===== src/rtl/ccs_pkg.sv =====
// shared types and constants for the chat control code stripper
`default_nettype none

package ccs_pkg;

  // input request: one character of a text line
  typedef struct packed {
    logic [7:0] in_byte;
    logic       in_last;
  } ccs_in_t;

  // result: the character, its keep flag and the line end mark
  typedef struct packed {
    logic       keep;
    logic [7:0] out_byte;
    logic       out_last;
  } ccs_out_t;

  // position inside a color code, one-hot
  typedef enum logic [5:0] {
    PH_IDLE = 6'b000001,
    PH_FG0  = 6'b000010,
    PH_FG1  = 6'b000100,
    PH_FG2  = 6'b001000,
    PH_BG0  = 6'b010000,
    PH_BG1  = 6'b100000
  } ccs_phase_e;

  // character codes
  localparam logic [7:0] CH_SOH   = 8'd1;
  localparam logic [7:0] CH_BOLD  = 8'd2;
  localparam logic [7:0] CH_COLOR = 8'd3;
  localparam logic [7:0] CH_TAB   = 8'd9;
  localparam logic [7:0] CH_LF    = 8'd10;
  localparam logic [7:0] CH_CR    = 8'd13;
  localparam logic [7:0] CH_REV   = 8'd22;
  localparam logic [7:0] CH_UNDER = 8'd31;
  localparam logic [7:0] CH_COMMA = 8'h2C;
  localparam logic [7:0] CH_ZERO  = 8'h30;
  localparam logic [7:0] CH_NINE  = 8'h39;

  // bytes that are always dropped outside a color code
  function automatic logic is_ctrl(input logic [7:0] b);
    is_ctrl = (b == CH_SOH) || (b == CH_BOLD) || (b == CH_COLOR) || (b == CH_TAB)
           || (b == CH_LF) || (b == CH_CR) || (b == CH_REV) || (b == CH_UNDER);
  endfunction

  function automatic logic is_digit(input logic [7:0] b);
    is_digit = (b >= CH_ZERO) && (b <= CH_NINE);
  endfunction

endpackage

`default_nettype wire


===== src/rtl/chat_control_code_stripper.sv =====
// A request is captured in the input register and then moves into the output register; an output stall holds it.
// Throughput: one character per cycle while out_stall_i is low; the color phase register is the
// only loop.
// Reset: rst_ni clears both valid flags and returns the color phase to idle; payload
// registers are not reset.
`default_nettype none

module chat_control_code_stripper (
  input  wire logic            clk_i,
  input  wire logic            rst_ni,
  input  wire logic            in_valid_i,
  output logic                 in_stall_o,
  input  wire ccs_pkg::ccs_in_t  in_data_i,
  output logic                 out_valid_o,
  input  wire logic            out_stall_i,
  output ccs_pkg::ccs_out_t    out_data_o
);
  import ccs_pkg::*;

  logic       in_valid_q;
  ccs_in_t    in_data_q;
  logic       out_valid_q;
  ccs_out_t   out_data_q;
  ccs_out_t   out_data_d;
  ccs_phase_e phase_q;
  ccs_phase_e phase_d;
  ccs_phase_e next_ph;
  logic       absorbed;
  logic       out_adv;
  logic       in_adv;
  logic       dig;
  logic       comma;

  // pipeline flow control
  assign out_adv    = !out_valid_q || !out_stall_i;
  assign in_adv     = !in_valid_q || out_adv;
  assign in_stall_o = !in_adv;

  // input register
  always_ff @(posedge clk_i or negedge rst_ni) begin
    if (!rst_ni) begin
      in_valid_q <= 1'b0;
    end else if (in_adv) begin
      in_valid_q <= in_valid_i;
    end
  end

  always_ff @(posedge clk_i) begin
    if (in_adv && in_valid_i) begin
      in_data_q <= in_data_i;
    end
  end

  // color code tracking
  assign dig   = is_digit(in_data_q.in_byte);
  assign comma = (in_data_q.in_byte == CH_COMMA);

  always_comb begin
    next_ph  = PH_IDLE;
    absorbed = 1'b0;
    case (phase_q)
      PH_FG0: begin
        if (dig) begin
          next_ph  = PH_FG1;
          absorbed = 1'b1;
        end
      end
      PH_FG1: begin
        if (dig) begin
          next_ph  = PH_FG2;
          absorbed = 1'b1;
        end else if (comma) begin
          next_ph  = PH_BG0;
          absorbed = 1'b1;
        end
      end
      PH_FG2: begin
        if (comma) begin
          next_ph  = PH_BG0;
          absorbed = 1'b1;
        end
      end
      PH_BG0: begin
        if (dig) begin
          next_ph  = PH_BG1;
          absorbed = 1'b1;
        end
      end
      PH_BG1: begin
        if (dig) begin
          absorbed = 1'b1;
        end
      end
      default: begin
      end
    endcase
    // a byte outside the code is judged plainly, byte 3 opens a new code
    if (!absorbed && (in_data_q.in_byte == CH_COLOR)) begin
      next_ph = PH_FG0;
    end
    phase_d = in_data_q.in_last ? PH_IDLE : next_ph;

    out_data_d.keep     = !absorbed && !is_ctrl(in_data_q.in_byte);
    out_data_d.out_byte = in_data_q.in_byte;
    out_data_d.out_last = in_data_q.in_last;
  end

  // phase and output registers advance together
  always_ff @(posedge clk_i or negedge rst_ni) begin
    if (!rst_ni) begin
      phase_q     <= PH_IDLE;
      out_valid_q <= 1'b0;
    end else if (out_adv) begin
      out_valid_q <= in_valid_q;
      if (in_valid_q) begin
        phase_q <= phase_d;
      end
    end
  end

  always_ff @(posedge clk_i) begin
    if (out_adv && in_valid_q) begin
      out_data_q <= out_data_d;
    end
  end

  assign out_valid_o = out_valid_q;
  assign out_data_o  = out_data_q;

endmodule

`default_nettype wire


===== config.mk =====
export PLATFORM = sky130hd
export DESIGN_NAME = chat_control_code_stripper
export DESIGN_NICKNAME = d
export VERILOG_FILES = /design/src/rtl/ccs_pkg.sv /design/src/rtl/chat_control_code_stripper.sv
export SDC_FILE = /design/constraint.sdc
export NUM_CORES = 1
export LEC_CHECK = 0
export ABC_CLOCK_PERIOD_IN_PS = 1400
export BUFFER_PORTS_ARGS = -buffer_cell sky130_fd_sc_hd__buf_2
export CAP_MARGIN = 20
export CORE_ASPECT_RATIO = 1.2
export CORE_MARGIN = 5
export CORE_UTILIZATION = 25
export CTS_CLUSTER_DIAMETER = 120
export DETAILED_ROUTE_END_ITERATION = 10
export MAX_ROUTING_LAYER = met4
export SKIP_CTS_REPAIR_TIMING = 1
export SYNTH_ARGS = -nofsm -noshare
export SYNTH_HDL_FRONTEND = slang
export SYNTH_SLANG_ARGS = --single-unit

===== constraint.sdc =====
create_clock -name clk_i -period 1.4 [get_ports clk_i]
set_input_delay 0.14 -clock clk_i [delete_from_list [all_inputs] [get_ports clk_i]]
set_output_delay 0.14 -clock clk_i [all_outputs]
set_load 0.1 [all_outputs]

# After elaboration in Yosys (flattened, before gate mapping)
# Index checks and enable logic that the tools add are counted.
word_totals:
  inputBits: 13
  regBits: 27
  elab_cells: 57
classes:
  n_eq_ne: 14
  muxes: 11
  reduce_logical: 22
  n_lt_le_gt_ge: 2
ops:
  columns: ["op", "n"]
  rows:
  - ["8-bit by 4-bit equality test with 1-bit output (second input constant)", 3]
  - ["6-bit case mux with 4 select lines", 1]
  - ["6-bit 2-to-1 mux", 3]
  - ["8-bit by 2-bit equality test with 1-bit output (second input constant)", 2]
  - ["8-bit by 5-bit equality test with 1-bit output (second input constant)", 2]
  - ["5-bit 2-to-1 mux", 2]
  - ["1-bit logical OR", 9]
  - ["8-bit by 1-bit equality test with 1-bit output (second input constant)", 1]
  - ["8-bit by 6-bit equality test with 1-bit output (second input constant)", 1]
  - ["8-bit by 6-bit greater-or-equal comparator with 1-bit output (second input constant)", 1]
  - ["8-bit by 6-bit <= comparator with 1-bit output (second input constant)", 1]
  - ["6-bit by 2-bit equality test with 1-bit output (second input constant)", 1]
  - ["6-bit by 3-bit equality test with 1-bit output (second input constant)", 1]
  - ["6-bit by 4-bit equality test with 1-bit output (second input constant)", 1]
  - ["6-bit by 5-bit equality test with 1-bit output (second input constant)", 1]
  - ["6-bit equality test (second input constant)", 1]
  - ["1-bit zero test", 6]
  - ["1-bit logical AND", 5]
  - ["1-bit 2-to-1 mux", 3]
  - ["3-bit 2-to-1 mux", 1]
  - ["1-bit case mux with 3 select lines", 1]
  - ["3-bit OR reduction", 1]
  - ["2-bit AND reduction", 1]

# Logic depth before layout (Yosys ltp)
# Gate-level depths: netlist of the first run.
depth:
  depth_word: 10
  ltp_mapped: 5
  depth_no_buf: 5

# Worst setup path before layout of the first run
# No wires, ideal clock.
synth_path:
  path_kind: "register to output"
  startpoint: "register out_valid_q, in the netlist out_valid_o"
  endpoint: "output port in_stall_o"
  arrival_time_ns: 1.774
  stages_incl_launch_ff: 3
  t_required_ns: 1.260
  path_slack_ns: -0.514
  cell_sequence: "dfrtp_1 nand3_1 inv_1"
synth_via:
  elab_chain_len: 4
synth_rtl:
  columns: ["element", "line", "rtl"]
  rows:
  - ["from (decl)", "chat_control_code_stripper.sv:22", "logic out_valid_q;"]
  - ["from (signal assigned)", "chat_control_code_stripper.sv:114", "out_valid_q <= in_valid_q;"]
  - ["1-bit zero test", "chat_control_code_stripper.sv:35", "assign out_adv = !out_valid_q || !out_stall_i;"]
  - ["1-bit logical OR", "chat_control_code_stripper.sv:35", null]
  - ["1-bit logical OR", "chat_control_code_stripper.sv:36", "assign in_adv = !in_valid_q || out_adv;"]
  - ["1-bit zero test", "chat_control_code_stripper.sv:37", "assign in_stall_o = !in_adv;"]
  - ["to (decl)", "chat_control_code_stripper.sv:12", "output logic in_stall_o,"]
# No other way between the ends.

# Worst setup path after layout of the first run
layout_path:
  startpoint: "register in_data_q[4] (netlist bit)"
  endpoint: "register phase_q[0]"
layout_via:
  elab_chain_len: 8
  elab_cells_between_ends: 18
  cone_classes: "2 x order compare; 2 x eq/ne; 11 x mux; 3 x reduce/logical"
layout_rtl:
  columns: ["element", "line", "rtl"]
  rows:
  - ["from (decl)", "chat_control_code_stripper.sv:21", "ccs_in_t in_data_q;"]
  - ["from (signal assigned)", "chat_control_code_stripper.sv:50", "in_data_q <= in_data_i;"]
  - ["8-bit by 6-bit greater-or-equal comparator with 1-bit output, or another cell as far along", "ccs_pkg.sv:49", "is_digit = (b >= CH_ZERO) && (b <= CH_NINE);"]
  - ["1-bit logical AND / 1-bit 2-to-1 mux (equally long branches)", "ccs_pkg.sv:49, chat_control_code_stripper.sv:72, chat_control_code_stripper.sv:78", null]
  - ["1-bit 2-to-1 mux, on equally long branches", null, null]
  - ["1-bit case mux with 3 select lines", "chat_control_code_stripper.sv:61", "case (phase_q)"]
  - ["1-bit zero test", "chat_control_code_stripper.sv:98", "if (!absorbed && (in_data_q.in_byte == CH_COLOR)) begin"]
  - ["1-bit logical AND", "chat_control_code_stripper.sv:98", null]
  - ["6-bit 2-to-1 mux (*)", "chat_control_code_stripper.sv:98", null]
  - ["6-bit 2-to-1 mux (*)", "chat_control_code_stripper.sv:101", "phase_d = in_data_q.in_last ? PH_IDLE : next_ph;"]
  - ["to (signal assigned)", "chat_control_code_stripper.sv:116", "phase_q <= phase_d;"]
  - ["to (decl)", "chat_control_code_stripper.sv:25", "ccs_phase_e phase_q;"]
# Every way passes the cells marked *; elsewhere a longest branch is shown, timed or not.
# A chain may end at the register's enable or synchronous reset.

==> results of run 1 <==
-- cells in the mapped netlist (all sizes together), types with 2 or more instances --
| cell type | n |
|---|---|
| a21oi | 3 |
| buf | 4 |
| dfrtp | 7 |
| edfxtp | 19 |
| inv | 2 |
| nand2 | 11 |
| nand2b | 2 |
| nand3 | 4 |
| nand4b | 2 |
| nor2 | 3 |
| nor3 | 2 |
| nor3b | 2 |
| nor4b | 4 |
| o21ai | 5 |
| o31ai | 3 |
| or3 | 2 |
| xnor2 | 2 |
| xor2 | 3 |
-- worst min path at each step --
| stage | startpoint | to |
|---|---|---|
| 6_report | in_data_i[0] | in_data_q[0] |
| 5_1_grt | in_data_i[0] | in_data_q[0] |
| 4_1_cts | rst_ni | out_valid_o |
| 3_5_place_dp | rst_ni | out_valid_o |
| 3_3_place_gp | rst_ni | phase_q[2] |
| 2_1_floorplan | rst_ni | in_valid_q |
-- cell families (layout without fill, tap and decap cells) --
kind of cell              count (synthesis)  count (layout)  share of synthesized area (%)
DFF                                      27              27                           62.6
and+or+nand+nor                          41              41                           21.6
AOI/OAI and AO/OA                        15              15                           7.71
muxes                                     1               1                          0.811
xor gates and xnor gates                  5               5                           3.55
buffers and inverters                     6              48                           3.75
-- per-stage QoR --
stage               TNS (ns)  worst slack [ns]  util, %
floorplan            -0.0619           -0.0619        -
global placement      -0.224            -0.110     32.6
detailed placement    -0.269            -0.120     32.6
CTS                   -0.313            -0.126     33.5
global route          -0.808            -0.225     34.6
finish                -0.323            -0.137     34.6
-- sequential cells by signal (all words and copies together) (netlist names) --
name         cells
in_data_q        9
in_valid_q       1
out_data_o      10
out_valid_o      1
phase_q          6
-- layout make-up --
| cell class | instances | area [um^2] |
|---|---|---|
| Fill cell | 470 | 3180 |
| Clock buffer | 4 | 45.0 |
| Inverter | 2 | 15.0 |
| Timing Repair Buffer | 42 | 285 |
| Sequential cell | 27 | 777 |
| Tap cell | 60 | 75.1 |
| Multi-Input combinational cell | 62 | 489 |
-- routing by layer --
metal	routed length, um	global-route usage [%]
met2	1250	13.5
met5	0	-
met3	111	0.924
met4	68	5.93
met1	1050	9.34
-- report_power, final --
group	internal, uW	switching (uW)	total [uW]
Combinational	93.9	256	350
Sequential	910	26.0	936
Clock	203	222	425
==> results_dict.tcl, run 1 <==
set metrics [dict create \
    status "finished with violations" \
    failed_checks "negative setup slack" \
    first_iter_violations 41 \
    endpoint "phase_q[0]" \
    crit_start "in_data_q[4]" \
    grt_start_max_net_pins 15 \
    dr.pass1.iters 4 \
    slew_violations 0 \
    synth_edf_count 19 \
    whs_path_depth 1 \
    design_area_mm2 0.00169 \
    hpwl_um 1930 \
    finalClockSkew_ns 0.00689 \
    r2r_end "phase_q[0]" \
    post_route_cells_drive_above_1_share_pct 45.3 \
    hold_viol_final 0 \
    mostFrequentLayoutCells "buf_2 (23), edfxtp_1 (19), buf_4 (16)" \
    start_util_pct 25.3 \
    yosysSeqAreaShare_pct 62.6 \
    n_antenna_cell 0 \
    post-route-period-util_pct 110 \
    yosys.area.top_type "edfxtp_1" \
    synth.distinct_cells 36 \
    vias_per_cell 4.67 \
    cts_buffers 3 \
    grt_overflow 0 \
    place_congestion 0.853 \
    grtUsageTotal_pct 8.30 \
    powerDensity_mw_per_mm2 1010 \
    fp.coreArea_mm2 0.00487 \
    reg2reg_setup_slack_ns -0.14 \
    ys_warn_count 0 \
    fin_crit_ns 1.54 \
    insertion_delay_ns 0.27 \
    path_cells "nor4b_2 > nand2_1 > or3_4 > o21a_1 > o31a_1" \
    max_slew_margin_pct 67.6 \
    worst_pin_slew_ns 0.489 \
    p_leak_uw 0.000650 \
    vias 920 \
    ff2ff_path_depth 5 \
    cts_root_buf "clkbuf_8" \
    rsz0062_at_grt "true" \
    grt_pass1_vias 899 \
    drc 0 \
    async_reset_ff_share_pct 29.6 \
    die_w_um 74.1 \
    fin_ws_ns -0.137 \
    synthToLayoutAreaGrowth_pct 36.7 \
    cap_violations 0 \
    layout.nets 151 \
    cp_top_family "simple AND/OR/NAND/NOR gates" \
    cpPeakStageDelay_ns 0.45 \
    crit_slowest_cell "edfxtp_1" \
    path_buf_inv 0 \
    cts_num_sinks 27 \
    place_area_mm2 0.00159 \
    dp.cells 191 \
    ios 25 \
    synthesis.nets 108 \
    drt_wl_total_um 2480 \
    die_h_um 87.0 \
    io_buffers 24 \
    cp_num_cells 5 \
    cts_max_path_buffers 2 \
    synthCells 95 \
    cp-end-kind "flop" \
    ir_drop_mv 0.368 \
    rows 28 \
    crit_required_ns 1.60 \
    r2r-start "in_data_q[4]" \
    mostFrequentLayoutCell "buf_2" \
    antenna_found_initial 0 \
    cts-htree-levels 1 \
    critPathArrivalTime_ns 1.74 \
    start_kind "flop" \
    yosys.area.top_type_share_pct 46.2 \
    hold_ws_ns 0.0435 \
    cts_tree "built" \
    grt_pass1_wl_um 3980 \
    path_class "reg -> reg" \
    synth-seq-cells 27 \
    fmax_mhz 651 \
    setup_violations 3 \
    die_area_mm2 0.00645 \
    wl_per_cell_um 12.6 \
    synth_area_mm2 0.00123 \
    ys.flop_type "edfxtp_1" \
    ys_top_cells_by_area "edfxtp_1 (46%), dfrtp_1 (14%), nand2_1 (3.0%)" \
    fin_cells 197 \
    crit_fanout 3 \
    fin_total_pwr_uw 1710 \
    ant_nets 0 \
    post_synth.cell_area_avg_um2 13.0 \
    clkTransAtPathRegs_ns 0.09 \
    hold_class "in -> reg" \
]
(Power assumes the default switching activity.)
==> inputs of run 2 (changes only) <==
--- a/config.mk
+++ b/config.mk
@@ -5,7 +5,7 @@
 export SDC_FILE = /design/constraint.sdc
 export NUM_CORES = 1
 export LEC_CHECK = 0
-export ABC_CLOCK_PERIOD_IN_PS = 1400
+export ABC_CLOCK_PERIOD_IN_PS = 1800
 export BUFFER_PORTS_ARGS = -buffer_cell sky130_fd_sc_hd__buf_2
 export CAP_MARGIN = 20
 export CORE_ASPECT_RATIO = 1.2
==> constraint.sdc (replaced) <==
create_clock -name clk_i -period 1.8 [get_ports clk_i]
set_input_delay 0.18 -clock clk_i [delete_from_list [all_inputs] [get_ports clk_i]]
set_output_delay 0.18 -clock clk_i [all_outputs]
set_load 0.1 [all_outputs]
==> results_dict.tcl, run 2 (synthesized netlist as in run 1, its figures left out) <==
set metrics [dict create \
    grt_pass1_wl_um 3880 \
    start_util_pct 25.3 \
    grt_overflow 0 \
    mostFrequentLayoutCells "buf_2 (24), edfxtp_1 (19), nand2_1 (10)" \
    fmax_mhz 610 \
    drc 0 \
    worst_pin_slew_ns 0.492 \
    start_kind "flop" \
    dr.pass1.iters 4 \
    cpPeakStageDelay_ns 0.44 \
    grt_pass1_vias 868 \
    ios 25 \
    hold_class "in -> reg" \
    p_leak_uw 0.000548 \
    ir_drop_mv 0.283 \
    cp-end-kind "flop" \
    cp_top_family "simple AND/OR/NAND/NOR gates" \
    vias_per_cell 4.69 \
    cts_num_sinks 27 \
    layout.nets 135 \
    ff2ff_path_depth 5 \
    rsz0062_at_grt "false" \
    wl_per_cell_um 12.7 \
    cts_tree "built" \
    insertion_delay_ns 0.28 \
    hold_ws_ns 0.0718 \
    r2r_end "out_data_o[9]" \
    cap_violations 0 \
    critPathArrivalTime_ns 1.66 \
    path_buf_inv 0 \
    place_congestion 0.786 \
    cts_root_buf "clkbuf_8" \
    io_buffers 24 \
    crit_start "in_data_q[8]" \
    fp.coreArea_mm2 0.00487 \
    holdPathEnd "in_data_q[0]" \
    cts_max_path_buffers 2 \
    grtUsageTotal_pct 8.18 \
    fin_tns_setup_ns 0 \
    first_iter_violations 59 \
    r2r-start "in_data_q[8]" \
    antenna_found_initial 0 \
    path_class "reg -> reg" \
    cts-htree-levels 1 \
    post-route-period-util_pct 91.1 \
    min_from "in_data_i[0]" \
    hpwl_um 1800 \
    hold_viol_final 0 \
    vias 849 \
    max_slew_margin_pct 67.4 \
    n_antenna_cell 0 \
    reg2reg_setup_slack_ns 0.16 \
    ant_nets 0 \
    fin_crit_ns 1.64 \
    crit_fanout 4 \
    finalClockSkew_ns 0.00412 \
    rows 28 \
    setup_violations 0 \
    status "complete, no violations" \
    powerDensity_mw_per_mm2 892 \
    whs_path_depth 1 \
    slew_violations 0 \
    path_cells "nor3b_1 > and3_1 > nand4b_1 > a21oi_1 > a211oi_1" \
    mostFrequentLayoutCell "buf_2" \
    largest_reg_flops 10 \
    nFillCells 490 \
    synthToLayoutAreaGrowth_pct 18.5 \
    die_h_um 87.0 \
    die_area_mm2 0.00645 \
    post_route_cells_drive_above_1_share_pct 28.9 \
    clkTransAtPathRegs_ns 0.09 \
    crit_slowest_cell "edfxtp_1" \
    crit_required_ns 1.82 \
    drt_wl_total_um 2300 \
    die_w_um 74.1 \
    cts_buffers 3 \
    grt_start_max_net_pins 17 \
]
## run 2: cell types whose count changed in the layout (fill, tap and decap cells not counted), moves of 2 or more
cell,delta
buf_4,-15
o21ai_0,+3
buf_12,-2
nand2_4,-2
o21ai_1,-2
## run 2: layer usage
metal  vias to the layer above  track usage (%)  routed length, um
li1                        409                -                  -
met5                         -                -                  0
met4                         0             5.93                 82
met3                         4             1.85                185
met1                       403             9.04                936
met2                        33             12.7               1090
## run 2: how the worst max path moves through the flow
| stage | to | slack, ns | depth (start not counted) |
|---|---|---|---|
| after global placement | out_data_o[9] | 0.21 | 5 |
| final | out_data_o[9] | 0.16 | 5 |
| after CTS | out_data_o[9] | 0.16 | 5 |
| after floorplan | phase_q[2] | 0.28 | 5 |
| after detailed placement | out_data_o[9] | 0.17 | 5 |
| after global routing | out_data_o[9] | 0.05 | 5 |
## run 2: stage by stage
| stage | area [um^2] | total power (uW) | utilization (%) | worst slack [ns] | std cells |
|---|---|---|---|---|---|
| 2_1_floorplan | 1240 | 916 | - | 0.276 | 95 |
| 3_3_place_gp | 1400 | 965 | 28.8 | 0.212 | 176 |
| 3_5_place_dp | 1400 | 968 | 28.8 | 0.165 | 176 |
| 4_1_cts | 1450 | 1310 | 29.8 | 0.160 | 180 |
| 5_1_grt | 1460 | 1360 | 30.0 | 0.0539 | 181 |
| 6_report | 1460 | 1300 | 30.0 | 0.160 | 181 |
## run 2: cell type report
type / instances / area (um^2) / share of cell area, %
clock buffer: 3 / 41.3 / 2.83
multi-input combinational: 62 / 415 / 28.4
sequential: 27 / 773 / 52.9
timing repair buffer: 26 / 138 / 9.42
tap: 60 / 75.1 / 5.14
clock inverter: 1 / 7.51 / 0.514
inverter: 2 / 11.3 / 0.771
## run 2: worst reg2reg max path: cells and delay by family, from the launching register on
| kind | cells | cell delay (ns) |
|---|---|---|
| flops | 1 | 0.44 |
| compound gates | 2 | 0.22 |
| simple gates | 3 | 0.73 |
## run 2: power breakdown
part	switching, uW	internal, uW	total, uW
sequential	22.9	707	730
clock	193	157	350
combinational	181	41.8	223
total	397	906	1300
==> inputs of run 3 (changes only) <==
--- a/config.mk
+++ b/config.mk
@@ -10,9 +10,10 @@
 export CAP_MARGIN = 20
 export CORE_ASPECT_RATIO = 1.2
 export CORE_MARGIN = 5
-export CORE_UTILIZATION = 25
+export CORE_UTILIZATION = 35
 export CTS_CLUSTER_DIAMETER = 120
 export DETAILED_ROUTE_END_ITERATION = 10
+export GPL_TIMING_DRIVEN = 0
 export MAX_ROUTING_LAYER = met4
 export SKIP_CTS_REPAIR_TIMING = 1
 export SYNTH_ARGS = -nofsm -noshare
==> results_dict.tcl, run 3 (synthesized netlist as in run 1, its figures left out) <==
set metrics [dict create \
    grtUsageTotal_pct 9.75 \
    antenna_found_initial 0 \
    whs_path_depth 1 \
    wl_per_cell_um 13.9 \
    cpPeakStageDelay_ns 0.45 \
    reg2reg_setup_slack_ns 0.11 \
    synthToLayoutAreaGrowth_pct 18.7 \
    path_class "reg -> reg" \
    fin_crit_ns 1.69 \
    drt_wl_total_um 2240 \
    cts_num_sinks 27 \
    start_util_pct 36.6 \
    hpwl_um 1660 \
    hold_viol_final 0 \
    rsz0062_at_grt "false" \
    vias 849 \
    dp.cells 156 \
    cp-end-kind "flop" \
    cts-htree-levels 1 \
    slew_violations 0 \
    r2r_end "out_data_o[9]" \
    fmax_mhz 593 \
    fin_ws_ns 0.113 \
    place_area_mm2 0.00141 \
    mostFrequentLayoutCell "buf_2" \
    grt_overflow 0 \
    ant_nets 0 \
    crit_fanout 4 \
    cts_tree "built" \
    die_area_mm2 0.00482 \
    crit_required_ns 1.82 \
    vias_per_cell 5.27 \
    start_kind "flop" \
    ir_drop_mv 0.494 \
    first_iter_violations 20 \
    ff2ff_path_depth 5 \
    die_w_um 64.2 \
    dr.pass1.iters 4 \
    holdPathEnd "in_data_q[0]" \
    cts_root_buf "clkbuf_8" \
    design_area_mm2 0.00146 \
    grt_pass1_vias 794 \
    max_slew_margin_pct 67.6 \
    path_cells "nor3b_1 > and3_1 > nand4b_1 > a21oi_1 > a211oi_1" \
    layout.nets 138 \
    rows 23 \
    drc 0 \
    setup_violations 0 \
    mostFrequentLayoutCells "buf_2 (25), edfxtp_1 (19), nand2_1 (10)" \
    clkTransAtPathRegs_ns 0.09 \
    post_route_cells_drive_above_1_share_pct 30.6 \
    powerDensity_mw_per_mm2 886 \
    crit_slowest_cell "edfxtp_1" \
    finalClockSkew_ns 0.00376 \
    hold_ws_ns 0.0766 \
    cts_max_path_buffers 2 \
    cap_violations 0 \
    hold_class "in -> reg" \
    fp.coreArea_mm2 0.00337 \
    min_from "in_data_i[0]" \
    pre_cts_slack_ns 0.128 \
    fin_tns_setup_ns 0 \
    post-route-period-util_pct 93.7 \
    largest_reg_flops 10 \
    status "complete, no violations" \
    cts_buffers 3 \
    critPathArrivalTime_ns 1.70 \
    grt_start_max_net_pins 17 \
    fin_cells 161 \
    n_antenna_cell 0 \
    worst_pin_slew_ns 0.489 \
    p_leak_uw 0.000567 \
    ios 25 \
    place_congestion 0.899 \
    die_h_um 75.0 \
    r2r-start "in_data_q[8]" \
    insertion_delay_ns 0.27 \
    io_buffers 24 \
    grt_pass1_wl_um 3550 \
]
[run 3: changes by cell type in the layout (fill, tap and decap cells not counted), sizes merged]
cell	previous run	this run
buf	25	28
[run 3: worst max path at each step]
stage	from	endpoint	slack, ns	cells after the start
6_report	in_data_q[8]	out_data_o[9]	0.11	5
5_1_grt	in_data_q[8]	out_data_o[9]	0.03	5
4_1_cts	in_data_q[8]	out_data_o[9]	0.12	5
3_5_place_dp	in_data_q[8]	out_data_o[9]	0.13	5
3_3_place_gp	in_data_q[8]	out_data_o[9]	0.13	5
2_1_floorplan	out_valid_o	phase_q[2]	0.28	5
[run 3: layout make-up]
cell class | instances | area [um^2]
fillers | 326 | 1900
flip-flops and latches | 27 | 773
clock buffers | 3 | 41.3
multi-input cells | 62 | 415
inverters | 2 | 11.3
well taps | 37 | 46.3
plain buffers | 4 | 38.8
clock inverters | 1 | 7.51
repair buffers | 25 | 130
[run 3: layer usage]
metal	part of all wire [%]	GRT usage, %
met4	2.8	5.88
met2	49	15.4
met3	5.8	2.09
met5	0	-
met1	42	11.4
[run 3: per-stage QoR]
stage / total power [uW] / utilization [%]
2_1_floorplan: 916 / -
3_3_place_gp: 960 / 41.7
3_5_place_dp: 964 / 41.7
4_1_cts: 1310 / 43.2
5_1_grt: 1340 / 43.5
6_report: 1300 / 43.5
[run 3: power by group]
| part | internal (uW) | switching, uW |
|---|---|---|
| combinational | 39.3 | 180 |
| sequential | 707 | 22.7 |
| clock | 157 | 191 |
| total | 904 | 393 |
[run 3: critical path, delay by kind of cell, from the launching register on]
kind,cells,cell delay [ns]
and+or+nand+nor,3,0.77
AOI/OAI and AO/OA,2,0.22
DFF,1,0.45
